### src/design/idt_pkg.sv
// Shared types and constants for the indentation tracker.
`default_nettype none
package idt_pkg;

    localparam int unsigned MaxDepthDefault = 32;
    localparam logic [3:0]  TabWidthReset   = 4'd4;
    localparam logic [15:0] LineMax         = 16'hFFFF;

    localparam logic [7:0] ChSpace = 8'h20;
    localparam logic [7:0] ChTab   = 8'h09;
    localparam logic [7:0] ChLf    = 8'h0A;
    localparam logic [7:0] ChCr    = 8'h0D;

    typedef enum logic [1:0] {
        KIND_INDENT = 2'd0,
        KIND_DEDENT = 2'd1,
        KIND_EOF    = 2'd2,
        KIND_CHAR   = 2'd3
    } t_kind;

    typedef enum logic [1:0] {
        ERR_NONE    = 2'd0,
        ERR_INCONS  = 2'd1,
        ERR_DEPTH   = 2'd2,
        ERR_UNUSED  = 2'd3
    } t_err;

    // controller -> datapath
    typedef struct packed {
        logic  accept;      // latch input char
        logic  col_space;   // add one column
        logic  col_tab;     // add tab_width columns
        logic  col_clear;
        logic  line_bump;
        logic  ls_set;
        logic  ls_clr;
        logic  push;        // write column at top+1, advance top
        logic  pop;         // step top down
        logic  top_load;    // take top value from stack read
        logic  top_clear;   // top value back to base level
        logic  emit;        // load output register
        t_kind kind;
        t_err  err;
        logic  last;
        logic  char_in;     // emit char straight from input port
    } t_cmd;

    // datapath -> controller
    typedef struct packed {
        logic out_free;
        logic eoi;
        logic is_space;
        logic is_tab;
        logic is_lf;
        logic is_cr;
        logic at_ls;
        logic col_gt;
        logic col_lt;
        logic top_nz;
        logic top_full;
    } t_sts;

endpackage
`default_nettype wire

### src/design/idt_dp.sv
// Datapath: indent stack memory, counters and output register.
`default_nettype none
module idt_dp
    import idt_pkg::*;
#(
    parameter int unsigned MAX_DEPTH = MaxDepthDefault
) (
    input  wire logic       i_clk,
    input  wire logic       i_rst_n,
    input  wire logic       i_cfg_we,
    input  wire logic [3:0] i_cfg_data,
    input  wire logic [7:0] i_char_code,
    input  wire logic       i_end_of_input,
    input  wire logic       i_out_ready,
    input  wire t_cmd       i_cmd,
    output t_sts            o_sts,
    output logic            o_out_valid,
    output logic [1:0]      o_kind,
    output logic [7:0]      o_char_out,
    output logic [15:0]     o_line_number,
    output logic [1:0]      o_error_code,
    output logic            o_last
);

    localparam int unsigned TW = (MAX_DEPTH > 1) ? $clog2(MAX_DEPTH) : 1;
    localparam logic [TW:0] TopMax = (TW + 1)'(MAX_DEPTH - 1);

    logic [7:0]    r_mem [MAX_DEPTH];
    logic [7:0]    r_rd;
    logic          r_rd_zero;

    logic [TW-1:0] r_top, n_top;
    logic [7:0]    r_top_val, n_top_val;
    logic [7:0]    r_col, n_col;
    logic [15:0]   r_line, n_line;
    logic          r_at_ls, n_at_ls;
    logic [3:0]    r_tab;
    logic [7:0]    r_char;
    logic          r_out_valid;
    logic [8:0]    col_sum;
    logic [7:0]    emit_char;

    // stack memory: read always tracks the entry under the top
    always_ff @(posedge i_clk) begin
        if (i_cmd.push) begin
            r_mem[r_top + 1'b1] <= r_col;
        end
        r_rd      <= r_mem[r_top - 1'b1];
        r_rd_zero <= (r_top == TW'(1));
    end

    always_comb begin
        col_sum = {1'b0, r_col};
        if (i_cmd.col_space) begin
            col_sum = {1'b0, r_col} + 9'd1;
        end else if (i_cmd.col_tab) begin
            col_sum = {1'b0, r_col} + {5'd0, r_tab};
        end
        n_col = col_sum[8] ? 8'hFF : col_sum[7:0];
        if (i_cmd.col_clear) begin
            n_col = 8'd0;
        end

        n_line = r_line;
        if (i_cmd.line_bump && (r_line != LineMax)) begin
            n_line = r_line + 16'd1;
        end

        n_at_ls = r_at_ls;
        if (i_cmd.ls_set) begin
            n_at_ls = 1'b1;
        end else if (i_cmd.ls_clr) begin
            n_at_ls = 1'b0;
        end

        n_top     = r_top;
        n_top_val = r_top_val;
        if (i_cmd.push) begin
            n_top     = r_top + 1'b1;
            n_top_val = r_col;
        end else if (i_cmd.pop) begin
            n_top = r_top - 1'b1;
        end
        if (i_cmd.top_load) begin
            n_top_val = r_rd_zero ? 8'd0 : r_rd;
        end else if (i_cmd.top_clear) begin
            n_top_val = 8'd0;
        end

        emit_char = 8'd0;
        if (i_cmd.kind == KIND_CHAR) begin
            emit_char = i_cmd.char_in ? i_char_code : r_char;
        end
    end

    always_ff @(posedge i_clk) begin
        if (!i_rst_n) begin
            r_top       <= '0;
            r_top_val   <= 8'd0;
            r_col       <= 8'd0;
            r_line      <= 16'd1;
            r_at_ls     <= 1'b1;
            r_tab       <= TabWidthReset;
            r_out_valid <= 1'b0;
        end else begin
            r_top     <= n_top;
            r_top_val <= n_top_val;
            r_col     <= n_col;
            r_line    <= n_line;
            r_at_ls   <= n_at_ls;
            if (i_cfg_we) begin
                r_tab <= i_cfg_data;
            end
            if (i_cmd.emit) begin
                r_out_valid <= 1'b1;
            end else if (i_out_ready) begin
                r_out_valid <= 1'b0;
            end
        end
    end

    always_ff @(posedge i_clk) begin
        if (i_cmd.accept) begin
            r_char <= i_char_code;
        end
        if (i_cmd.emit) begin
            o_kind        <= i_cmd.kind;
            o_char_out    <= emit_char;
            o_line_number <= n_line;
            o_error_code  <= i_cmd.err;
            o_last        <= i_cmd.last;
        end
    end

    assign o_out_valid = r_out_valid;

    always_comb begin
        o_sts.out_free = !r_out_valid || i_out_ready;
        o_sts.eoi      = i_end_of_input;
        o_sts.is_space = (i_char_code == ChSpace);
        o_sts.is_tab   = (i_char_code == ChTab);
        o_sts.is_lf    = (i_char_code == ChLf);
        o_sts.is_cr    = (i_char_code == ChCr);
        o_sts.at_ls    = r_at_ls;
        o_sts.col_gt   = (r_col > r_top_val);
        o_sts.col_lt   = (r_col < r_top_val);
        o_sts.top_nz   = (r_top != '0);
        o_sts.top_full = ({1'b0, r_top} == TopMax);
    end

endmodule
`default_nettype wire

### src/design/idt_ctrl.sv
// Controller: sequences indent, dedent runs, characters and end of input.
`default_nettype none
module idt_ctrl
    import idt_pkg::*;
(
    input  wire logic i_clk,
    input  wire logic i_rst_n,
    input  wire logic i_in_valid,
    input  wire t_sts i_sts,
    output logic      o_in_ready,
    output t_cmd      o_cmd
);

    typedef enum logic [4:0] {
        S_IDLE = 5'b00001,
        S_READ = 5'b00010,
        S_DED  = 5'b00100,
        S_CHR  = 5'b01000,
        S_EOF  = 5'b10000
    } t_state;

    t_state r_state, n_state;

    always_ff @(posedge i_clk) begin
        if (!i_rst_n) begin
            r_state <= S_IDLE;
        end else begin
            r_state <= n_state;
        end
    end

    assign o_in_ready = (r_state == S_IDLE) && i_sts.out_free;

    always_comb begin
        n_state = r_state;
        o_cmd   = '0;
        o_cmd.kind = KIND_CHAR;
        o_cmd.err  = ERR_NONE;
        case (r_state)
            S_IDLE: begin
                if (i_in_valid && i_sts.out_free) begin
                    o_cmd.accept = 1'b1;
                    if (i_sts.eoi) begin
                        n_state = S_EOF;
                    end else if (i_sts.at_ls) begin
                        if (i_sts.is_space) begin
                            o_cmd.col_space = 1'b1;
                        end else if (i_sts.is_tab) begin
                            o_cmd.col_tab = 1'b1;
                        end else if (i_sts.is_lf) begin
                            o_cmd.line_bump = 1'b1;
                            o_cmd.col_clear = 1'b1;
                        end else if (i_sts.is_cr) begin
                            o_cmd.col_clear = 1'b1;
                        end else if (i_sts.col_gt && !i_sts.top_full) begin
                            o_cmd.push = 1'b1;
                            o_cmd.emit = 1'b1;
                            o_cmd.kind = KIND_INDENT;
                            n_state    = S_CHR;
                        end else if (i_sts.col_lt) begin
                            o_cmd.pop = 1'b1;
                            n_state   = S_READ;
                        end else begin
                            o_cmd.emit      = 1'b1;
                            o_cmd.last      = 1'b1;
                            o_cmd.char_in   = 1'b1;
                            o_cmd.err       = i_sts.col_gt ? ERR_DEPTH : ERR_NONE;
                            o_cmd.col_clear = 1'b1;
                            o_cmd.ls_clr    = 1'b1;
                        end
                    end else begin
                        o_cmd.emit    = 1'b1;
                        o_cmd.last    = 1'b1;
                        o_cmd.char_in = 1'b1;
                        if (i_sts.is_lf) begin
                            o_cmd.line_bump = 1'b1;
                            o_cmd.ls_set    = 1'b1;
                            o_cmd.col_clear = 1'b1;
                        end
                    end
                end
            end
            S_READ: begin
                o_cmd.top_load = 1'b1;
                n_state        = S_DED;
            end
            S_DED: begin
                if (i_sts.out_free) begin
                    o_cmd.emit = 1'b1;
                    o_cmd.kind = KIND_DEDENT;
                    if (i_sts.top_nz && i_sts.col_lt) begin
                        o_cmd.pop = 1'b1;
                        n_state   = S_READ;
                    end else begin
                        o_cmd.err = (i_sts.col_lt || i_sts.col_gt) ? ERR_INCONS : ERR_NONE;
                        n_state   = S_CHR;
                    end
                end
            end
            S_CHR: begin
                if (i_sts.out_free) begin
                    o_cmd.emit      = 1'b1;
                    o_cmd.last      = 1'b1;
                    o_cmd.col_clear = 1'b1;
                    o_cmd.ls_clr    = 1'b1;
                    n_state         = S_IDLE;
                end
            end
            S_EOF: begin
                if (i_sts.out_free) begin
                    o_cmd.emit = 1'b1;
                    if (i_sts.top_nz) begin
                        o_cmd.kind = KIND_DEDENT;
                        o_cmd.pop  = 1'b1;
                    end else begin
                        o_cmd.kind      = KIND_EOF;
                        o_cmd.last      = 1'b1;
                        o_cmd.ls_set    = 1'b1;
                        o_cmd.col_clear = 1'b1;
                        o_cmd.top_clear = 1'b1;
                        n_state         = S_IDLE;
                    end
                end
            end
            default: begin
                n_state = S_IDLE;
            end
        endcase
    end

endmodule
`default_nettype wire

### src/design/indent_dedent_tracker_unit.sv
// Top level of the offside-rule indentation tracker.
//
//  channel  | handshake                   | payload
//  ---------+-----------------------------+--------------------------------------------
//  in       | i_in_valid / o_in_ready     | i_char_code, i_end_of_input
//  out      | o_out_valid / i_out_ready   | o_kind, o_char_out, o_line_number,
//           |                             | o_error_code, o_last
//  cfg      | i_cfg_we (no wait)          | i_cfg_data (tab width)
//
// Steps: a plain character, a dropped indentation byte or an INDENT-free
// line start is handled as it is accepted; an INDENT line emits INDENT, then
// the character. A dedent run pops one level at a time; each pop waits in a
// state that loads the new top from the registered stack memory read, then a
// DEDENT is emitted; the character follows. End of input emits one DEDENT per open level, then EOF.
// Reset (synchronous, active low) empties the stack, sets the line counter to 1
// and tab width to 4; stack memory needs no clearing pass since entries
// above the top are always written by a push before being read.
// A full output register stalls input acceptance and every emission until it is taken.
`default_nettype none
module indent_dedent_tracker_unit
    import idt_pkg::*;
#(
    parameter int unsigned MAX_DEPTH = MaxDepthDefault
) (
    input  wire logic        i_clk,
    input  wire logic        i_rst_n,
    // configuration
    input  wire logic        i_cfg_we,
    input  wire logic [3:0]  i_cfg_data,
    // input items
    input  wire logic        i_in_valid,
    output logic             o_in_ready,
    input  wire logic [7:0]  i_char_code,
    input  wire logic        i_end_of_input,
    // result items
    output logic             o_out_valid,
    input  wire logic        i_out_ready,
    output logic [1:0]       o_kind,
    output logic [7:0]       o_char_out,
    output logic [15:0]      o_line_number,
    output logic [1:0]       o_error_code,
    output logic             o_last
);

    t_cmd cmd;
    t_sts sts;

    // sequence pushes, pops and emissions
    idt_ctrl u_ctrl (
        .i_clk      (i_clk),
        .i_rst_n    (i_rst_n),
        .i_in_valid (i_in_valid),
        .i_sts      (sts),
        .o_in_ready (o_in_ready),
        .o_cmd      (cmd)
    );

    // hold stack, counters and the output item
    idt_dp #(
        .MAX_DEPTH (MAX_DEPTH)
    ) u_dp (
        .i_clk          (i_clk),
        .i_rst_n        (i_rst_n),
        .i_cfg_we       (i_cfg_we),
        .i_cfg_data     (i_cfg_data),
        .i_char_code    (i_char_code),
        .i_end_of_input (i_end_of_input),
        .i_out_ready    (i_out_ready),
        .i_cmd          (cmd),
        .o_sts          (sts),
        .o_out_valid    (o_out_valid),
        .o_kind         (o_kind),
        .o_char_out     (o_char_out),
        .o_line_number  (o_line_number),
        .o_error_code   (o_error_code),
        .o_last         (o_last)
    );

endmodule
`default_nettype wire
### config.mk
export PLATFORM = sky130hd
export DESIGN_NAME = indent_dedent_tracker_unit
export DESIGN_NICKNAME = d
export VERILOG_FILES = /design/src/design/idt_pkg.sv /design/src/design/idt_dp.sv /design/src/design/idt_ctrl.sv /design/src/design/indent_dedent_tracker_unit.sv
export SDC_FILE = /design/constraint.sdc
export NUM_CORES = 1
export LEC_CHECK = 0
export BUFFER_PORTS_ARGS = -buffer_cell sky130_fd_sc_hd__buf_2
export CORE_MARGIN = 2
export CORE_UTILIZATION = 50
export DETAILED_ROUTE_END_ITERATION = 6
export PLACE_DENSITY = 0.72
export RECOVER_POWER = 50
export SLEW_MARGIN = 25
export SYNTH_ARGS = -nofsm -noshare
export SYNTH_HDL_FRONTEND = slang
export SYNTH_SLANG_ARGS = --single-unit
### constraint.sdc
create_clock -name i_clk -period 3.8 [get_ports i_clk]
set_clock_uncertainty 0.2 [all_clocks]
set_input_delay 0.38 -clock i_clk [delete_from_list [all_inputs] [get_ports i_clk]]
set_output_delay 0.38 -clock i_clk [all_outputs]
set_load 0.02 [all_outputs]
==> impl_metrics.toml, run 1 <==
[hold_path]
min_to = "u_dp.r_tab[2]$_SDFFE_PN1P_"
min_from = "i_rst_n"
hold_depth = 2
hold_class = "in2reg"

[global_routing]
top_usage_layer = "met2"
overflow = 0
antenna_found_initial = 0
met2_usage_pct = 34.50
grt_pass1_wl_um = 50430
grt_usage_pct = 21.39
use_met3_pct = 4.059
grt_pass1_vias = 8539
use_met1_pct = 29.98
grt_max_degree = 72

[synth]
ys_warn_count = 0
seq_area_frac_synth_pct = 66.36
synth_cell_type_count = 71
syn-instance-count = 914
async_flop_share_pct = 0
ys_ff_latch = 350
synth_flop_cell = "edfxtp_1"
syn_area_per_cell_sq_um = 16.39
synth-edff-count = 293
netlist_area_sq_um = 14980
synth_nets = 955

[worst_setup_path]
path_class = "reg2reg"
cp.arrival_ns = 3.50
cp-end-kind = "flip-flop"
reg2reg_slack_ns = 0.53
path_cells = "clkbuf_1 -> nand4_1 -> o21ai_1 -> o21ai_0 -> a211oi_1"
r2r_cells = 5
crit_required_ns = 4.03
crit-reg2reg-launch = "u_dp.r_col[5]$_SDFFE_PP0P_"
slowest_delay_ns = 1.47
cp_slowest_cell = "clkbuf_1"
critPathMaxFanout = 41
reg2reg_to = "u_dp.r_col[7]$_SDFFE_PP0P_"
start_kind = "flip-flop"

[clocking]
cts-buffers-inserted = 36
clkSinkCount = 350
ctsHoldBuffers = 17
clkTransAtPathRegs_ns = 0.06
cts_root_buf = "clkbuf_16"
cts_buffer_depth = 3
cts_tree = "built"
clock_latency_ns = 0.53
post_cts_buffers = 0
h-tree-depth = 2
post_cts_resize_count = 0

[sta]
period_share_pct = 85.98
min_period_ns = 3.267
setup_viol = 0
hold_ws_ns = 0.05914
finalHoldViolations = 0
slew_violations = 161
rsz0062_at_grt = "false"
timing.final.ws_setup_ns = 0.5326
worstMarginPinSlew_ns = 2.045
setup_tns_ns = 0
max_freq_ghz = 0.3061
slew_headroom_pct = -36.32

[floorplanning]
ioPinCount = 49
initial_core_util_pct = 50.67
die_h_um = 177.1
dieArea_sq_um = 31360
core-area_sq_um = 29560
rows = 63
chipWidth_um = 177.1

[detailed_routing]
drtPass1Iterations = 7
wl_per_cell_um = 23.23
vias = 8671
drc = 0
ant_nets = 0
dr.first_iter.drc_count = 1051
wl_um = 33130
avgViaCountPerCell = 6.081

[finish]
fillers = 2230
antenna-diode-count = 0
nets = 1050
finish.utilization_pct = 57.75
multi_input_area_sq_um = 4780
register_area_sq_um = 9943
drive_gt1_share_pct = 19.11
area_growth_pct = 13.98

[placement]
globalplace.congestion = 0.8073
dpl_worst_slack_ns = 0.6257
port_buffers = 48
hpwl_um = 20680

[power]
leakage_nw = 6.372
irDropWorstVdd_mv = 0.3879
p_total_mw = 10.03
power_density_nw_per_um2 = 587.7

[outcome]
violations = "capacitance limit, slew limit"
outcome = "finished with violations"

[flow_run]
maxCapViolations = 4
-- how the worst max path moves through the flow --
stage / cells after the start / end / start / slack (ns)
floorplan: 10 / u_dp.r_rd[0]$_DFF_P_ / u_dp.r_top[0]$_SDFFE_PN0P_ / 0.36
global placement: 7 / u_dp.r_rd[2]$_DFF_P_ / u_dp.r_top[1]$_SDFFE_PN0P_ / 0.63
detailed placement: 7 / u_dp.r_rd[2]$_DFF_P_ / u_dp.r_top[1]$_SDFFE_PN0P_ / 0.63
CTS: 7 / u_dp.r_rd[2]$_DFF_P_ / u_dp.r_top[1]$_SDFFE_PN0P_ / 0.60
global route: 7 / u_dp.r_col[7]$_SDFFE_PP0P_ / u_dp.r_col[4]$_SDFFE_PP0P_ / 0.25
finish: 5 / u_dp.r_col[7]$_SDFFE_PP0P_ / u_dp.r_col[5]$_SDFFE_PP0P_ / 0.53
-- stage by stage --
| stage | std cells | area, sq um |
|---|---|---|
| finish | 1426 | 17070 |
| global route | 1426 | 17070 |
| CTS | 1426 | 17150 |
| detailed placement | 1344 | 15810 |
| global placement | 1344 | 15810 |
| floorplan | 914 | 14980 |
-- layer usage --
| metal | routed length [um] | vias to the layer above |
|---|---|---|
| met2 | 16330 | 351 |
| met1 | 13820 | 4417 |
| met5 | 0 | - |
| met3 | 2295 | 48 |
| li1 | - | 3855 |
| met4 | 687 | 0 |
-- flip-flops by register name, summed over array words and instances (netlist names) --
| register | count |
|---|---|
| u_dp.r_mem | 256 |
| u_dp.o_line_number | 16 |
| u_dp.r_line | 16 |
| u_dp.o_char_out | 8 |
| u_dp.r_char | 8 |
| u_dp.r_col | 8 |
| u_dp.r_rd | 8 |
| u_dp.r_top_val | 8 |
| u_ctrl.r_state | 5 |
| u_dp.r_top | 5 |
| u_dp.r_tab | 4 |
| u_dp.o_error_code | 2 |
| u_dp.o_kind | 2 |
| u_dp.o_last | 1 |
| u_dp.o_out_valid | 1 |
| u_dp.r_at_ls | 1 |
| u_dp.r_rd_zero | 1 |
-- Yosys cell counts (all sizes together) (4+ instances only) --
cell type	count	area, sq um
edfxtp	293	8798
mux4	80	1802
dfxtp	57	1141
nand2	43	163.9
and3	41	256.5
nor2	41	153.9
nand3	29	145.1
o21ai	29	145.1
ha	22	275.3
a21oi	20	100.1
buf	20	128.9
clkbuf	19	71.32
and2	18	112.6
nor3	18	131.4
inv	16	60.06
xor2	14	122.6
nand4	13	111.4
xnor2	13	121.4
mux2	11	123.9
nor4	11	136.4
a221oi	9	78.83
o211ai	8	60.06
a211oi	6	45.04
a21o	6	45.04
nor2b	6	37.54
mux2i	5	50.05
nor3b	5	42.54
a22oi	4	30.03
o21bai	4	30.03
-- worst max-delay path: cells and delay by family, from the launching register on --
| family | cells | cell delay (ns) |
|---|---|---|
| AO/OA/AOI/OAI | 3 | 0.91 |
| buffers and inverters | 1 | 1.47 |
| flip-flops | 1 | 0.34 |
| AND/OR/NAND/NOR | 1 | 0.25 |
-- area by class of cell --
| class | instances | share of cell area (%) |
|---|---|---|
| Clock buffer | 49 | 5.746 |
| Clock inverter | 16 | 1.114 |
| Inverter | 16 | 0.3518 |
| Multi-Input combinational cell | 509 | 28.00 |
| Sequential cell | 350 | 58.25 |
| Tap cell | 390 | 2.858 |
| Timing Repair Buffer | 96 | 3.687 |
-- logic make-up (layout without fill, tap and decap cells) --
logic type / count (synthesis) / in the layout / share of synthesized area, %
DFF: 350 / 350 / 66.36
and+or+nand+nor: 247 / 247 / 9.866
AOI/OAI and AO/OA: 116 / 116 / 5.246
muxes: 96 / 96 / 13.19
buffers and inverters: 55 / 177 / 1.738
xor gates and xnor gates: 27 / 27 / 1.629
adders and majority gates: 23 / 23 / 1.971
-- placed cells by master, fill, tap and decap left out, types with 4 or more instances in the layout --
cell and n:
a211oi_1 6, a21o_1 6, a21oi_1 20, a221oi_1 9, a22oi_1 4, and2_1 15, and3_1 41, buf_12 4
buf_2 9, buf_4 23, clkbuf_1 54, clkbuf_16 37, clkinv_1 6, dfxtp_1 56, dlygate4sd3_1 17, edfxtp_1 293
ha_1 21, inv_1 16, mux2_2 9, mux2i_1 5, mux4_2 80, nand2_1 42, nand3_1 29, nand4_1 11
nor2_1 41, nor2b_1 6, nor3_1 12, nor3_2 5, nor3b_1 4, nor4_1 5, nor4_2 4, o211ai_1 8
o21ai_0 27, xnor2_1 12, xor2_1 14
-- report_power, final --
group	internal, mW	total [mW]	leakage, nW	switching, mW
registers	4.35	4.46	3.73	0.106
logic	0.785	2.10	2.08	1.31
clock network	2.03	3.47	0.562	1.44
Power figures use the tool's default switching activity.
==> run 2: changes to the inputs <==
--- a/config.mk
+++ b/config.mk
@@ -14,4 +14,5 @@
 export SLEW_MARGIN = 25
 export SYNTH_ARGS = -nofsm -noshare
 export SYNTH_HDL_FRONTEND = slang
+export SYNTH_HIERARCHICAL = 1
 export SYNTH_SLANG_ARGS = --single-unit
==> run 2 against run 1 <==
  * The flow still finishes with violations (capacitance limit, slew limit)
  * First-iteration DRC count is 11% lower
  * Synthesized cell count is 8.9% higher
  * Combinational power is 30% higher
  * Core utilization is 0.54 points higher
  * Worst setup slack worse by 0.054 ns
  * Via count is 2.4% higher
  * Design area is 0.67% higher
  * Highest routed layer unchanged
==> impl_metrics.toml, run 2 <==
[outcome]
outcome = "finished with violations"
violations = "capacitance limit, slew limit"

[synth]
seq_area_frac_synth_pct = 66.93
ys_top_cells_by_count = "edfxtp_1, nand2_1, nor2_1, dfxtp_1, mux4_2"
netlist_area_sq_um = 14850
synth_top_family_by_area = "multiplexers"
synth_area_leaders = "edfxtp_1, mux4_2, dfxtp_1"
ys_warn_count = 6
synth_flop_cell = "edfxtp_1"
syn_area_per_cell_sq_um = 14.93
synth-compound-area-share_pct = 5.999
yosysMostFrequentCell = "edfxtp_1"
syn-instance-count = 995
synth_top_area_share_pct = 59.25
async_flop_share_pct = 0
synth_nets = 1035
yosys.area_share.simple_pct = 9.841
synth_cell_type_count = 72
synth-edff-count = 293
ys_ff_latch = 350
muxShareOfSynthArea_pct = 11.21
synthAdderAreaFrac_pct = 1.904
synth-xor-area-share_pct = 1.820
synth_area_leader_cell = "edfxtp_1"

[global_routing]
grt_pass1_vias = 8701
grt_max_degree = 41
grt_pass1_wl_um = 48800
overflow = 0
grt_usage_pct = 20.38
antenna_found_initial = 1

[sta]
rsz0062_at_grt = "false"
period_share_pct = 87.41
slew_headroom_pct = -37.50
finalHoldViolations = 0
worstMarginPinSlew_ns = 2.062
hold_ws_ns = 0.01704
max_freq_ghz = 0.3011
min_period_ns = 3.322
setup_tns_ns = 0
slew_violations = 160
setup_viol = 0

[hold_path]
min_from = "i_cfg_we"
hold_class = "in2reg"
min_to = "u_dp/r_tab[0]$_SDFFE_PN0P_"
hold_depth = 3

[worst_setup_path]
startpoint = "u_dp/r_top_val[1]$_SDFFE_PN0P_"
crit_buf_inv = 2
reg2reg_slack_ns = 0.48
start_kind = "flip-flop"
critical-path-top-delay-family = "compound AO/OA/AOI/OAI gates"
crit-reg2reg-launch = "u_dp/r_top_val[1]$_SDFFE_PN0P_"
cp.arrival_ns = 3.39
critPathMaxFanout = 9
cp_slowest_cell = "clkbuf_1"
reg2reg_to = "u_dp/o_char_out[4]$_SDFFCE_PP0P_"
cp-end-kind = "flip-flop"
slowest_delay_ns = 0.49
path_class = "reg2reg"
path_cells = "inv_1 -> ha_1 -> nor2b_1 -> o21a_1 -> o21a_1 -> o21bai_1 -> a21oi_1 -> nor2b_1 -> nor2_1 -> nand2_1 -> a21oi_1 -> clkbuf_1 -> mux2i_1 -> nor2_1"
r2r_cells = 14
crit_required_ns = 3.86

[finish]
layout_common_cells = "edfxtp_1, nand2_1, nor2_1, mux4_2"
fin_cells = 1523
multi_input_area_sq_um = 4596
largest_reg_flops = 256
area_growth_pct = 15.72
nets = 1144
largestRegisters = "u_dp/r_mem (256), u_dp/o_line_number (16), u_dp/r_line (16)"
top_register = "u_dp/r_mem"
drive_gt1_share_pct = 16.68
register_area_sq_um = 9943
fillers = 2274
antenna-diode-count = 0
design_area_sq_um = 17190
final_common_cell = "edfxtp_1"

[clocking]
clkTransAtPathRegs_ns = 0.06
cts-buffers-inserted = 37
h-tree-depth = 2
cts_root_buf = "clkbuf_16"
cts_tree = "built"
clkSinkCount = 350
cts_buffer_depth = 3
post_cts_buffers = 0
clock_latency_ns = 0.52

[placement]
globalplace.congestion = 0.8947
hpwl_um = 19660
place_area_sq_um = 15780
port_buffers = 48
placedCellCount = 1439

[detailed_routing]
avgViaCountPerCell = 5.830
ant_nets = 0
wl_per_cell_um = 20.77
drc = 0
wl_um = 31630
drtPass1Iterations = 5
vias = 8879
dr.first_iter.drc_count = 940

[power]
power_density_nw_per_um2 = 659.8
irDropWorstVdd_mv = 0.4958
leakage_nw = 6.366

[floorplanning]
ioPinCount = 49
initial_core_util_pct = 50.37
core-area_sq_um = 29480
die_h_um = 176.3
chipWidth_um = 176.3
rows = 63
dieArea_sq_um = 31100

[flow_run]
maxCapViolations = 4
-- run 2: routing by layer --
metal	routed length [um]	up-vias	global-route usage [%]
met4	909	0	7.266
met2	15120	391	32.76
met5	0	-	0
met3	2126	59	3.187
met1	13470	4409	28.54
li1	-	4020	-
-- run 2: layout make-up --
class	instances	share of cell area, %
well taps	390	2.839
repair buffers	114	4.223
multi-input cells	576	26.74
flip-flops and latches	350	57.86
clock inverters	21	1.944
clock buffers	47	5.846
inverters	25	0.5461
-- run 2: logic make-up after synthesis --
logic type,Yosys count
flip-flops,350
AND/OR/NAND/NOR,299
AO/OA/AOI/OAI,144
multiplexers,81
buffers and inverters,69
XOR/XNOR,30
adder cells (fa/ha/maj),22
-- run 2: metrics by stage --
stage	utilization, %	total power [mW]	setup WS (ns)
6_report	58.29	11.34	0.4784
5_1_grt	58.29	11.82	0.2298
4_1_cts	58.61	11.47	0.6123
3_5_place_dp	53.53	7.520	0.6203
3_3_place_gp	53.53	7.461	0.6559
2_1_floorplan	-	6.765	0.1682
-- run 2: where the power goes --
group          switching [mW]  internal, mW
Clock                    1.48          2.44
Sequential              0.205          4.49
Combinational            1.82         0.908
-- run 2: worst reg2reg max path, cell delays in order (launching register included) --
cell and delay (ns):
dfxtp_1 0.33, inv_1 0.05, ha_1 0.29, nor2b_1 0.13
o21a_1 0.16, o21a_1 0.17, o21bai_1 0.14, a21oi_1 0.14
nor2b_1 0.18, nor2_1 0.21, nand2_1 0.09, a21oi_1 0.16
clkbuf_1 0.49, mux2i_1 0.27, nor2_1 0.05
-- run 2: worst max-delay path by stage --
stage,endpoint,slack [ns],depth (start not counted)
2_1_floorplan,u_dp/r_mem[11][0]$_DFFE_PP_,0.17,12
3_3_place_gp,u_dp/r_mem[22][0]$_DFFE_PP_,0.66,9
3_5_place_dp,u_dp/r_mem[22][4]$_DFFE_PP_,0.62,9
4_1_cts,u_dp/r_mem[28][4]$_DFFE_PP_,0.61,13
5_1_grt,u_dp/o_char_out[7]$_SDFFCE_PP0P_,0.23,14
6_report,u_dp/o_char_out[4]$_SDFFCE_PP0P_,0.48,14
-- run 2: what timing repair did --
action,in CTS,in global routing
resized for setup,0,0
endpoints found under the hold margin,13,0
setup endpoints to repair,0,0
hold buffers,16,0
==> run 3: changes to the inputs <==
--- a/config.mk
+++ b/config.mk
@@ -6,6 +6,7 @@
 export NUM_CORES = 1
 export LEC_CHECK = 0
 export BUFFER_PORTS_ARGS = -buffer_cell sky130_fd_sc_hd__buf_2
+export CORE_ASPECT_RATIO = 0.6
 export CORE_MARGIN = 2
 export CORE_UTILIZATION = 50
 export DETAILED_ROUTE_END_ITERATION = 6
==> run 3 against run 2 <==
  * The run still ends with capacitance limit, slew limit left
  * Critical path depth down 2
  * Design area down 1.9%
  * Register-to-register slack about the same
  * Non-clock buffer count up 3
  * Core utilization down 0.20 points
  * Final cell count up 0.20%
  * Count of clock-buffer cells in the layout down 1
  * Wire length up 5.6%
  * Sequential power about the same
  * Critical path type is now in2reg
  * Critical endpoint is now u_dp/r_mem[25][3]$_DFFE_PP_
==> impl_metrics.toml, run 3 (same netlist as run 2, synthesis figures left out) <==
[floorplanning]
core-area_sq_um = 29010
chipWidth_um = 226.5
rows = 48
ioPinCount = 49
dieArea_sq_um = 31140
initial_core_util_pct = 51.19
die_h_um = 137.5

[hold_path]
min_from = "i_rst_n"
min_to = "u_dp/r_tab[2]$_SDFFE_PN1P_"
hold_depth = 2
hold_class = "in2reg"

[power]
irDropWorstVdd_mv = 0.3655
power_density_nw_per_um2 = 626.9
leakage_nw = 6.197

[worst_setup_path]
path_class = "in2reg"
crit_required_ns = 3.88
crit-reg2reg-launch = "u_dp/r_top_val[1]$_SDFFE_PN0P_"
crit_buf_inv = 4
reg2reg_slack_ns = 0.49
r2r_cells = 15
critical-path-top-delay-family = "simple AND/OR/NAND/NOR gates"
cp_slowest_cell = "dlygate4sd3_1"
cp.arrival_ns = 3.41
slowest_delay_ns = 0.53
path_cells = "dlygate4sd3_1 -> clkbuf_1 -> nor4_1 -> nand3_1 -> nor2_1 -> nor4_1 -> nand2_1 -> nor3_1 -> buf_4 -> nand2_1 -> nor2_1 -> buf_4"
reg2reg_to = "u_dp/r_top[4]$_SDFFE_PN0P_"
critPathMaxFanout = 14
start_kind = "input port"
cp-end-kind = "flip-flop"

[finish]
area_growth_pct = 13.48
fin_cells = 1526
finish.utilization_pct = 58.10
fillers = 2218
layout_common_cells = "edfxtp_1, nand2_1, nor2_1, mux4_2"
drive_gt1_share_pct = 15.99
antenna-diode-count = 0
largest_reg_flops = 256
top_register = "u_dp/r_mem"
nets = 1141
largestRegisters = "u_dp/r_mem (256), u_dp/o_line_number (16), u_dp/r_line (16)"
final_common_cell = "edfxtp_1"

[placement]
hpwl_um = 21170
placedCellCount = 1451
globalplace.congestion = 0.8833
port_buffers = 48

[detailed_routing]
ant_nets = 0
wl_per_cell_um = 21.89
wl_um = 33410
dr.first_iter.drc_count = 1042
drc = 0
drtPass1Iterations = 5
avgViaCountPerCell = 5.813
vias = 8870

[clocking]
cts-buffers-inserted = 31
h-tree-depth = 1
clkSinkCount = 350
ctsHoldBuffers = 17
cts_buffer_depth = 3
clkTransAtPathRegs_ns = 0.07
post_cts_resize_count = 0
cts_root_buf = "clkbuf_16"
clock_latency_ns = 0.58
cts_tree = "built"
post_cts_buffers = 0

[sta]
finalHoldViolations = 0
min_period_ns = 3.328
worstMarginPinSlew_ns = 2.052
max_freq_ghz = 0.3005
slew_violations = 160
rsz0062_at_grt = "false"
period_share_pct = 87.58
setup_viol = 0
setup_tns_ns = 0
slew_headroom_pct = -36.81

[global_routing]
grt_pass1_vias = 8524
antenna_found_initial = 2
grt_usage_pct = 22.01
grt_pass1_wl_um = 51070
grt_max_degree = 65
overflow = 0

[outcome]
outcome = "finished with violations"
violations = "capacitance limit, slew limit"

[flow_run]
maxCapViolations = 4
run 3: cell count changes in the layout (fill, tap and decap cells not counted), moves of 2 or more:
cell	change
bufinv_16	-7
clkbuf_16	-7
and2_0	+5
and2_1	-5
buf_4	+4
clkbuf_8	+4
clkinvlp_4	+2
inv_6	-2
run 3: per-layer routing:
metal | up-vias | wire, um | global-route usage (%)
met5 | - | 0 | 0
met4 | 0 | 491 | 3.874
met3 | 39 | 3437 | 5.396
met2 | 426 | 13700 | 30.23
met1 | 4398 | 15790 | 35.59
li1 | 4007 | - | -
run 3: per-stage QoR:
step	total power [mW]	hold slack [ns]	setup slack, ns	instance area, sq um
6_report	10.57	0.06416	0.4720	16850
2_1_floorplan	6.765	0.2149	0.1682	14850
3_5_place_dp	7.602	0.2396	0.6254	15800
5_1_grt	11.06	0.05873	0.2606	16850
3_3_place_gp	7.568	0.2408	0.6487	15800
4_1_cts	10.66	0.02615	0.5823	16950
run 3: final cells by class:
cell class / count / area, sq um / share of cell area, %
tap: 400 / 500.5 / 2.970
inverter: 25 / 93.84 / 0.5568
sequential: 350 / 9943 / 59.00
clock inverter: 12 / 90.09 / 0.5346
timing repair buffer: 117 / 759.5 / 4.507
multi-input combinational: 576 / 4573 / 27.14
clock buffer: 46 / 892.1 / 5.294
run 3: worst max-delay path by stage:
stage / from / to / slack (ns) / cells past startpoint
2_1_floorplan: u_dp/r_col[0]$_SDFFE_PP0P_ / u_dp/r_mem[11][0]$_DFFE_PP_ / 0.17 / 12
3_3_place_gp: u_dp/r_top_val[1]$_SDFFE_PN0P_ / u_dp/r_top[4]$_SDFFE_PN0P_ / 0.65 / 15
3_5_place_dp: u_dp/r_top_val[1]$_SDFFE_PN0P_ / u_dp/r_mem[8][2]$_DFFE_PP_ / 0.63 / 13
4_1_cts: u_dp/r_top_val[1]$_SDFFE_PN0P_ / u_dp/r_mem[10][7]$_DFFE_PP_ / 0.58 / 13
5_1_grt: u_dp/r_top_val[1]$_SDFFE_PN0P_ / u_dp/r_top[4]$_SDFFE_PN0P_ / 0.26 / 15
6_report: i_char_code[4] / u_dp/r_mem[25][3]$_DFFE_PP_ / 0.47 / 12
run 3: power by group:
group          leakage [nW]  switching, mW  internal [mW]
logic                  1.99           1.91          0.921
registers              3.73          0.186           4.49
clock network         0.479           1.37           1.69
total                  6.20           3.47           7.09
run 3: worst register-to-register path, stage by stage, from the launching register on:
cell      delay, ns
dfxtp_1        0.33
inv_1          0.05
ha_1           0.29
nor2b_1        0.13
o21a_1         0.16
o21a_1         0.16
o21bai_1       0.14
and2_0         0.34
nand2_1        0.14
o32ai_1        0.35
buf_4          0.21
nor4bb_1       0.29
xnor2_1        0.16
nor2_1         0.05
a21oi_1        0.12
nor2_1         0.05
